**src/design/sad_fitness_ranker_top_macros.svh**
```systemverilog
// Assertion macros shared by the ranker top level.
`ifndef SAD_FITNESS_RANKER_TOP_MACROS_SVH
`define SAD_FITNESS_RANKER_TOP_MACROS_SVH

// Implication in the same cycle, sampled on clk, quiet while arst_n is low.
`define SADR_ASSERT_NOW(label, ante, cons, msg) \
	label: assert property (@(posedge clk) disable iff (!arst_n) (ante) |-> (cons)) \
		else $error(msg);

// Implication in the next cycle, sampled on clk, quiet while arst_n is low.
`define SADR_ASSERT_NEXT(label, ante, cons, msg) \
	label: assert property (@(posedge clk) disable iff (!arst_n) (ante) |=> (cons)) \
		else $error(msg);

`endif

```
**src/design/sadr_pkg.sv**
```systemverilog
// Shared widths and the result struct of the SAD fitness ranker.
package sadr_pkg;

	localparam int PIX_W       = 8;
	localparam int DIST_W      = 22;
	localparam int IDX_FIELD_W = 6;

	localparam logic [DIST_W-1:0] DIST_MAX = {DIST_W{1'b1}};

	typedef struct packed {
		logic                   valid;
		logic [IDX_FIELD_W-1:0] idx;
		logic [DIST_W-1:0]      distance;
		logic                   last;
	} result_t;

endpackage

```
**src/design/sad_fitness_ranker_top.sv**
```systemverilog
// SAD fitness ranker: per-row sum of absolute differences, then ranked read-out.
//
// Pixel-pair requests stream in one per cycle while a set loads: each request
// adds |target - candidate| to a running row sum that clamps at 4194303. A
// request with tuser (last_of_row) or tlast (last_of_set) high closes the row
// and, for the first POPULATION rows of the set, stores its distance under the
// row's arrival number; later rows are summed and dropped. A request with
// tlast high starts ranking: tready falls and the block emits one result per
// stored row, in ascending distance with ties to the lower arrival number, and
// raises m_axis_tlast on the last one. Ranking runs a selection scan through
// the distance store, which has a single read port: each result takes a read
// of every stored row, a compare flush and an emit, which waits while the
// output side stalls. tready rises again in the cycle after the last result
// is handed to the output register, so a new set may load while that result
// still waits to be taken.
module sad_fitness_ranker_top #(
	parameter int POPULATION = 64
) (
	input  logic        clk,
	input  logic        arst_n,
	input  logic        s_axis_tvalid,
	output logic        s_axis_tready,
	input  logic [15:0] s_axis_tdata,   // [7:0] target_pixel, [15:8] candidate_pixel
	input  logic        s_axis_tuser,   // [0] last_of_row
	input  logic        s_axis_tlast,   // last_of_set
	output logic        m_axis_tvalid,
	input  logic        m_axis_tready,
	output logic [31:0] m_axis_tdata,   // [5:0] candidate_index, [27:6] distance, [31:28] zero
	output logic        m_axis_tlast    // final_rank
);

	`include "sad_fitness_ranker_top_macros.svh"

	localparam int IDX_W = $clog2(POPULATION);
	localparam int CNT_W = $clog2(POPULATION+1);

	logic                        s_accept;
	logic                        row_close;
	logic                        row_store;
	logic [sadr_pkg::DIST_W-1:0] row_sum;
	logic [CNT_W-1:0]            rows_loaded_q;
	logic [CNT_W-1:0]            rows_next;
	logic                        rank_busy;
	logic                        out_ready;
	sadr_pkg::result_t           res;

	logic                             m_valid_q;
	logic [sadr_pkg::IDX_FIELD_W-1:0] m_idx_q;
	logic [sadr_pkg::DIST_W-1:0]      m_dist_q;
	logic                             m_last_q;

	// Take pixel requests whenever no ranking run is under way.
	assign s_axis_tready = !rank_busy;
	assign s_accept      = s_axis_tvalid && s_axis_tready;
	assign row_close     = s_axis_tuser || s_axis_tlast;
	// Rows past the population are dropped; their sum is simply cleared.
	assign row_store     = s_accept && row_close && (rows_loaded_q < CNT_W'(POPULATION));
	assign rows_next     = row_store ? CNT_W'(rows_loaded_q + 1'b1) : rows_loaded_q;

	// The output register may be refilled when empty or when it drains this cycle.
	assign out_ready = !m_valid_q || m_axis_tready;

	sadr_accum u_accum (
		.clk             (clk),
		.arst_n          (arst_n),
		.en              (s_accept),
		.clr             (row_close),
		.target_pixel    (s_axis_tdata[7:0]),
		.candidate_pixel (s_axis_tdata[15:8]),
		.sum             (row_sum)
	);

	sadr_ranker #(
		.POPULATION (POPULATION)
	) u_ranker (
		.clk         (clk),
		.arst_n      (arst_n),
		.wr_en       (row_store),
		.wr_addr     (rows_loaded_q[IDX_W-1:0]),
		.wr_data     (row_sum),
		.start       (s_accept && s_axis_tlast),
		.start_count (rows_next),
		.out_ready   (out_ready),
		.busy        (rank_busy),
		.res         (res)
	);

	// Count stored rows; a set end hands the count to the ranker and restarts it.
	always_ff @(posedge clk or negedge arst_n) begin
		if (!arst_n) begin
			rows_loaded_q <= '0;
		end else if (s_accept) begin
			rows_loaded_q <= s_axis_tlast ? '0 : rows_next;
		end
	end

	// Output register: hold a result until the downstream side takes it.
	always_ff @(posedge clk or negedge arst_n) begin
		if (!arst_n) begin
			m_valid_q <= 1'b0;
		end else if (res.valid) begin
			m_valid_q <= 1'b1;
		end else if (m_axis_tready) begin
			m_valid_q <= 1'b0;
		end
	end

	always_ff @(posedge clk) begin
		if (res.valid) begin
			m_idx_q  <= res.idx;
			m_dist_q <= res.distance;
			m_last_q <= res.last;
		end
	end

	assign m_axis_tvalid = m_valid_q;
	assign m_axis_tdata  = {4'b0000, m_dist_q, m_idx_q};
	assign m_axis_tlast  = m_last_q;

	// A new result never lands on one that is still waiting.
	`SADR_ASSERT_NOW(a_no_overwrite, res.valid, out_ready, "result overwrote a pending result")
	// A set end always starts a ranking run.
	`SADR_ASSERT_NEXT(a_set_starts_rank, s_accept && s_axis_tlast, rank_busy, "set end did not start ranking")
	// The final result closes the run and reopens the input.
	`SADR_ASSERT_NEXT(a_last_ends_rank, res.valid && res.last, !rank_busy && m_axis_tlast, "ranking did not end on final result")
	// The stored-row count never passes the population.
	`SADR_ASSERT_NOW(a_rows_bounded, 1'b1, rows_loaded_q <= CNT_W'(POPULATION), "row count exceeded population")

endmodule

```
**src/design/sadr_accum.sv**
```systemverilog
// Row accumulator: absolute pixel difference added to a saturating running sum.
module sadr_accum (
	input  logic                          clk,
	input  logic                          arst_n,
	input  logic                          en,
	input  logic                          clr,
	input  logic [sadr_pkg::PIX_W-1:0]    target_pixel,
	input  logic [sadr_pkg::PIX_W-1:0]    candidate_pixel,
	output logic [sadr_pkg::DIST_W-1:0]   sum
);

	logic [sadr_pkg::DIST_W-1:0] running_sum_q;
	logic [sadr_pkg::PIX_W-1:0]  diff;
	logic [sadr_pkg::DIST_W:0]   wide_sum;

	always_comb begin
		diff = (target_pixel > candidate_pixel) ? (target_pixel - candidate_pixel)
		                                        : (candidate_pixel - target_pixel);
		wide_sum = {1'b0, running_sum_q} + (sadr_pkg::DIST_W+1)'(diff);
		// carry out means the sum passed the all-ones maximum: clamp
		sum = wide_sum[sadr_pkg::DIST_W] ? sadr_pkg::DIST_MAX
		                                 : wide_sum[sadr_pkg::DIST_W-1:0];
	end

	always_ff @(posedge clk or negedge arst_n) begin
		if (!arst_n) begin
			running_sum_q <= '0;
		end else if (en) begin
			running_sum_q <= clr ? '0 : sum;
		end
	end

endmodule

```
**src/design/sadr_ranker.sv**
```systemverilog
// Distance store and selection-scan sequencer that emits rows in rank order.
module sadr_ranker #(
	parameter int POPULATION = 64
) (
	input  logic                        clk,
	input  logic                        arst_n,
	input  logic                        wr_en,
	input  logic [$clog2(POPULATION)-1:0] wr_addr,
	input  logic [sadr_pkg::DIST_W-1:0] wr_data,
	input  logic                        start,
	input  logic [$clog2(POPULATION+1)-1:0] start_count,
	input  logic                        out_ready,
	output logic                        busy,
	output sadr_pkg::result_t           res
);

	localparam int IDX_W = $clog2(POPULATION);
	localparam int CNT_W = $clog2(POPULATION+1);
	localparam int IdxFw = sadr_pkg::IDX_FIELD_W;

	localparam logic [1:0] ST_IDLE = 2'd0;
	localparam logic [1:0] ST_SCAN = 2'd1;
	localparam logic [1:0] ST_EMIT = 2'd2;

	logic [1:0]                  state_q;
	logic [CNT_W-1:0]            count_q;
	logic [CNT_W-1:0]            rank_q;
	logic [CNT_W-1:0]            addr_q;
	logic                        rd_vld_s1;
	logic [IDX_W-1:0]            rd_idx_s1;
	logic [sadr_pkg::DIST_W-1:0] rd_dist_s1;
	logic                        have_prev_q;
	logic [sadr_pkg::DIST_W-1:0] prev_dist_q;
	logic [IDX_W-1:0]            prev_idx_q;
	logic                        best_vld_q;
	logic [sadr_pkg::DIST_W-1:0] best_dist_q;
	logic [IDX_W-1:0]            best_idx_q;

	logic [sadr_pkg::DIST_W-1:0] mem [POPULATION];

	logic issue;
	logic eligible;
	logic take;
	logic is_last;

	always_comb begin
		issue = (state_q == ST_SCAN) && (addr_q < count_q);
		// key compare: (dist, index) strictly after the last emitted key
		eligible = !have_prev_q || (rd_dist_s1 > prev_dist_q) ||
		           ((rd_dist_s1 == prev_dist_q) && (rd_idx_s1 > prev_idx_q));
		// indices rise through the scan, so equal distance keeps the earlier one
		take = rd_vld_s1 && eligible && (!best_vld_q || (rd_dist_s1 < best_dist_q));
		is_last = (CNT_W'(rank_q + 1'b1) == count_q);
		busy = (state_q != ST_IDLE);
		res.valid    = (state_q == ST_EMIT) && out_ready;
		res.idx      = IdxFw'(best_idx_q);
		res.distance = best_dist_q;
		res.last     = is_last;
	end

	always_ff @(posedge clk) begin
		if (wr_en) begin
			mem[wr_addr] <= wr_data;
		end
		rd_dist_s1 <= mem[addr_q[IDX_W-1:0]];
		rd_idx_s1  <= addr_q[IDX_W-1:0];
		if (take) begin
			best_dist_q <= rd_dist_s1;
			best_idx_q  <= rd_idx_s1;
		end
		if (res.valid) begin
			prev_dist_q <= best_dist_q;
			prev_idx_q  <= best_idx_q;
		end
		if (start) begin
			count_q <= start_count;
		end
	end

	always_ff @(posedge clk or negedge arst_n) begin
		if (!arst_n) begin
			state_q     <= ST_IDLE;
			rank_q      <= '0;
			addr_q      <= '0;
			rd_vld_s1   <= 1'b0;
			have_prev_q <= 1'b0;
			best_vld_q  <= 1'b0;
		end else begin
			rd_vld_s1 <= issue;
			if (take) begin
				best_vld_q <= 1'b1;
			end
			unique case (state_q)
				ST_IDLE: begin
					if (start) begin
						state_q     <= ST_SCAN;
						rank_q      <= '0;
						addr_q      <= '0;
						have_prev_q <= 1'b0;
						best_vld_q  <= 1'b0;
					end
				end
				ST_SCAN: begin
					if (issue) begin
						addr_q <= CNT_W'(addr_q + 1'b1);
					end else if (rd_vld_s1) begin
						state_q <= ST_EMIT;
					end
				end
				ST_EMIT: begin
					if (out_ready) begin
						have_prev_q <= 1'b1;
						best_vld_q  <= 1'b0;
						rank_q      <= CNT_W'(rank_q + 1'b1);
						addr_q      <= '0;
						state_q     <= is_last ? ST_IDLE : ST_SCAN;
					end
				end
				default: begin
					state_q <= ST_IDLE;
				end
			endcase
		end
	end

endmodule
```
**config.mk**
```make
export PLATFORM = sky130hd
export DESIGN_NAME = sad_fitness_ranker_top
export DESIGN_NICKNAME = d
export VERILOG_FILES = /design/src/design/sadr_pkg.sv /design/src/design/sad_fitness_ranker_top.sv /design/src/design/sadr_accum.sv /design/src/design/sadr_ranker.sv
export VERILOG_INCLUDE_DIRS = /design/src /design/src/design
export SDC_FILE = /design/constraint.sdc
export NUM_CORES = 1
export LEC_CHECK = 0
export BUFFER_PORTS_ARGS = -buffer_cell sky130_fd_sc_hd__buf_2
export CAP_MARGIN = 20
export CORE_MARGIN = 5
export CORE_UTILIZATION = 60
export CTS_BUF_LIST = sky130_fd_sc_hd__clkbuf_4 sky130_fd_sc_hd__clkbuf_8
export CTS_CLUSTER_SIZE = 25
export DETAILED_ROUTE_END_ITERATION = 6
export PLACE_DENSITY_LB_ADDON = 0.1
export SYNTH_ARGS = -nofsm -noshare
export SYNTH_HDL_FRONTEND = slang
export SYNTH_SLANG_ARGS = --single-unit
```
**constraint.sdc**
```tcl
create_clock -name clk -period 7.3 [get_ports clk]
set_clock_uncertainty 0.1 [all_clocks]
set_input_delay 1.46 -clock clk [delete_from_list [all_inputs] [get_ports clk]]
set_output_delay 1.46 -clock clk [all_outputs]
set_load 0.005 [all_outputs]
```
==> impl_results.html <==
<table>
<tr><th>Metric</th><th>Value</th></tr>
<tr><th colspan="2">Global routing</th></tr>
<tr><td>Number of antenna violations at the first check in global routing</td><td>5</td></tr>
<tr><td>Overall routing resource usage</td><td>29.2%</td></tr>
<tr><td>Global-route wire length before repair</td><td>226 mm</td></tr>
<tr><td>Via count of the first global-routing pass</td><td>32200</td></tr>
<tr><td>Grt total ovfl</td><td>0</td></tr>
<tr><td>Pin count of the biggest net entering global routing</td><td>123</td></tr>
<tr><th colspan="2">Route</th></tr>
<tr><td>Via count of the routed design</td><td>32000</td></tr>
<tr><td>Antenna Nets Post-Route</td><td>0</td></tr>
<tr><td>First-pass iteration count of the detailed router</td><td>5</td></tr>
<tr><td>Number of remaining DRC errors</td><td>0</td></tr>
<tr><td>Final routed wirelength across all metal layers</td><td>157 mm</td></tr>
<tr><td>Drt wl/cell</td><td>32.4 um</td></tr>
<tr><td>First DRT Iteration DRCs</td><td>3944</td></tr>
<tr><td>Via density</td><td>6.61</td></tr>
<tr><th colspan="2">Clocking</th></tr>
<tr><td>Hold-fix buffers, CTS</td><td>0</td></tr>
<tr><td>Clock root buffer</td><td>clkbuf_8</td></tr>
<tr><td>TritonCTS clock tree</td><td>yes</td></tr>
<tr><td>Clock-pin slew of the registers on the worst-case setup and hold paths</td><td>0.06 ns</td></tr>
<tr><td>H-tree depth</td><td>4</td></tr>
<tr><td>Resized Gates After CTS</td><td>0</td></tr>
<tr><td>Maximum clock insertion buffer count</td><td>3</td></tr>
<tr><td>Latest clock arrival within the worst-skew pair</td><td>0.91 ns</td></tr>
<tr><td>Number of buffers created by CTS</td><td>231</td></tr>
<tr><td>Post-CTS Setup Bufs</td><td>0</td></tr>
<tr><td>Total clock sinks</td><td>1549</td></tr>
<tr><th colspan="2">Synthesis</th></tr>
<tr><td>Total standard cell area after synthesis</td><td>61800 sq um</td></tr>
<tr><td>Most used flip-flop cell after synthesis</td><td>edfxtp_1</td></tr>
<tr><td>Largest cells by area after synthesis</td><td>edfxtp_1, mux4_2, dfrtp_1</td></tr>
<tr><td>Count of cell types in the netlist</td><td>64</td></tr>
<tr><td>Cells after Synth</td><td>3018</td></tr>
<tr><td>Register area share after synthesis</td><td>74.5%</td></tr>
<tr><td>Share of synthesized registers carrying an async set or reset</td><td>3.16%</td></tr>
<tr><td>Number of warning messages in the yosys log</td><td>0</td></tr>
<tr><td>Cell taking the most area after synthesis</td><td>edfxtp_1</td></tr>
<tr><td>Number of synthesized register bits</td><td>1549</td></tr>
<tr><td>Post-synth EDFFs</td><td>1472</td></tr>
<tr><td>Average footprint of a synthesized cell</td><td>20.5 sq um</td></tr>
<tr><td>Synth top area share</td><td>71.6%</td></tr>
<tr><th colspan="2">STA</th></tr>
<tr><td>Max transition margin</td><td>21.7%</td></tr>
<tr><td>Hold violation total from the final report</td><td>0</td></tr>
<tr><td>Final total negative setup slack</td><td>0 ns</td></tr>
<tr><td>Final cycle utilization of the critical path</td><td>81.0%</td></tr>
<tr><td>Setup repair after global routing missed its margin</td><td>no</td></tr>
<tr><td>Final critical delay including setup and external delays</td><td>5.91 ns</td></tr>
<tr><td>Actual slew at the worst max-slew pin</td><td>1.17 ns</td></tr>
<tr><td>Final number of setup-violating endpoints</td><td>0</td></tr>
<tr><td>Max Clock Freq</td><td>169 MHz</td></tr>
<tr><td>Max-slew violation count</td><td>0</td></tr>
<tr><th colspan="2">Finish</th></tr>
<tr><td>Ratio of cells with drive above 1 in the final layout</td><td>30.6%</td></tr>
<tr><td>Most frequent standard cell in the layout excluding fill and tap cells</td><td>edfxtp_1</td></tr>
<tr><td>Finished Cell Area</td><td>69500 sq um</td></tr>
<tr><td>Area growth from synthesis to final layout</td><td>12.6%</td></tr>
<tr><td>Commonest cells after routing, fill and taps aside</td><td>edfxtp_1, mux4_2, clkbuf_8</td></tr>
<tr><td>Total number of nets in the final design</td><td>3378</td></tr>
<tr><td>Share of the core filled with cells</td><td>68.1%</td></tr>
<tr><th colspan="2">Pwr</th></tr>
<tr><td>Overall power</td><td>25.0 mW</td></tr>
<tr><td>Largest voltage drop on the vdd net</td><td>0.361 mV</td></tr>
<tr><td>Leakage power</td><td>22.4 nW</td></tr>
<tr><td>Power density over cell area</td><td>359 nW/um^2</td></tr>
<tr><th colspan="2">Floorplan</th></tr>
<tr><td>Die width</td><td>331 um</td></tr>
<tr><td>Area enclosed by the die boundary</td><td>109000 sq um</td></tr>
<tr><td>Y dimension of the die</td><td>331 um</td></tr>
<tr><td>Starting density of the core</td><td>60.5%</td></tr>
<tr><td>Total I/O pin count</td><td>57</td></tr>
<tr><td>Core footprint</td><td>102000 sq um</td></tr>
<tr><td>Cell row count</td><td>117</td></tr>
<tr><th colspan="2">Placement</th></tr>
<tr><td>Placed Instance Area</td><td>64700 sq um</td></tr>
<tr><td>GP Congestion</td><td>0.856</td></tr>
<tr><td>Half-perimeter wire length after placement</td><td>89.0 mm</td></tr>
<tr><td>Number of buffers inserted by port buffering</td><td>52</td></tr>
<tr><th colspan="2">Critical path</th></tr>
<tr><td>Type of element capturing the critical path</td><td>flop</td></tr>
<tr><td>Required time of the critical path</td><td>7.82 ns</td></tr>
<tr><td>Kind of launch point of the worst setup path</td><td>input port</td></tr>
<tr><td>Arr. time, crit path</td><td>6.43 ns</td></tr>
<tr><td>Worst-path maximum fanout</td><td>38</td></tr>
<tr><td>Length in cells of the worst reg-to-reg path</td><td>7</td></tr>
<tr><td>Type of the worst setup path</td><td>in -&gt; reg</td></tr>
<tr><th colspan="2">Job</th></tr>
<tr><td>Max-Cap Viols</td><td>0</td></tr>
<tr><th colspan="2">Outcome</th></tr>
<tr><td>Run status</td><td>finished clean</td></tr>
<tr><th colspan="2">Worst hold path</th></tr>
<tr><td>Hold/Removal Path Class</td><td>reg -&gt; reg</td></tr>
<tr><td>Cell count of the worst hold path</td><td>0</td></tr>
</table>
-- path summary, 6_finish.rpt --
kind / start / to / slack, ns
worst max register to register: u_ranker.state_q[1] / u_ranker.mem[1][10] / 3.15
worst min register to register: u_ranker.best_idx_q[3] / u_ranker.prev_idx_q[3] / 0.32
min in group asynchronous: arst_n / u_ranker.rank_q[3] / 0.61
max in group asynchronous: arst_n / u_ranker.addr_q[2] / 5.94
worst max-delay path: s_axis_tdata[5] / u_ranker.mem[28][8] / 1.39
worst min-delay path: u_ranker.best_idx_q[3] / u_ranker.prev_idx_q[3] / 0.32
-- cells by family after synthesis --
group | count (synthesis) | synth area share (%)
DFF | 1549 | 74.5
muxes | 483 | 15.7
AOI/OAI and AO/OA | 317 | 3.48
and+or+nand+nor | 301 | 2.40
buffers and inverters | 254 | 1.80
adders and majority gates | 84 | 1.74
xor gates and xnor gates | 29 | 0.411
other | 1 | 0.00607
-- worst max-delay path: stages --
cell and delay, ns:
buf_2 0.09, inv_1 0.04, ha_1 0.36, a21o_1 0.20, a211o_1 0.30, o21ai_2 0.46, mux2i_1 0.36, nand3_1 0.14
o221ai_1 0.13, xor2_1 0.38, ha_1 0.35, o21ai_0 0.14, nand2b_1 0.11, o311a_1 0.22, o2111ai_2 0.55, nand2_2 0.66
buf_4 0.44
-- cell type report --
class                   instances  area [sq um]
inverters                      96           360
clock inverters                98           637
repair buffers                176          1600
fillers                      6464         32500
flip-flops and latches       1549         46000
clock buffers                 332          4030
diodes                          7          17.5
multi-input cells            1218         15200
well taps                    1368          1710
-- layer usage --
metal / wire length (um) / global-route usage [%]
met5: 0 / 0
met4: 5760 / 10.0
met3: 15800 / 6.52
met2: 75000 / 46.0
met1: 60300 / 41.4
-- cell usage after synthesis, types with 12 or more instances --
cell	count
mux4_2	386
a21o_1	36
buf_2	45
mux2_2	24
xor2_1	15
a211oi_1	47
clkbuf_1	77
dfrtp_1	49
buf_1	16
nor2_1	89
edfxtp_1	1472
nand2_1	63
o21ai_1	16
a2111oi_0	12
mux2i_1	73
buf_4	13
xnor2_1	14
inv_1	96
dfxtp_1	28
nor2b_1	58
ha_1	81
nand4_1	18
a21oi_1	67
o21ai_0	50
a22o_1	22
nand3_1	25
-- registers in the layout (all words and copies together) (netlist names), 22 cells and up --
name	cells
u_ranker.mem	1408
u_accum.running_sum_q	22
u_ranker.best_dist_q	22
u_ranker.prev_dist_q	22
u_ranker.rd_dist_s1	22
-- power by group --
| part | switching (mW) | internal [mW] |
|---|---|---|
| registers | 0.363 | 11.0 |
| clock network | 3.27 | 3.76 |
| logic | 4.00 | 2.56 |
-- through the flow --
step | setup WS, ns | hold slack [ns] | cells
2_1_floorplan | 0.354 | 0.268 | 3021
6_report | 1.39 | 0.324 | 4844
5_1_grt | 1.14 | 0.312 | 4842
4_1_cts | 1.37 | 0.320 | 4829
3_3_place_gp | 0.642 | 0.303 | 4389
3_5_place_dp | 0.407 | 0.307 | 4399
Power figures use the tool's default switching activity.
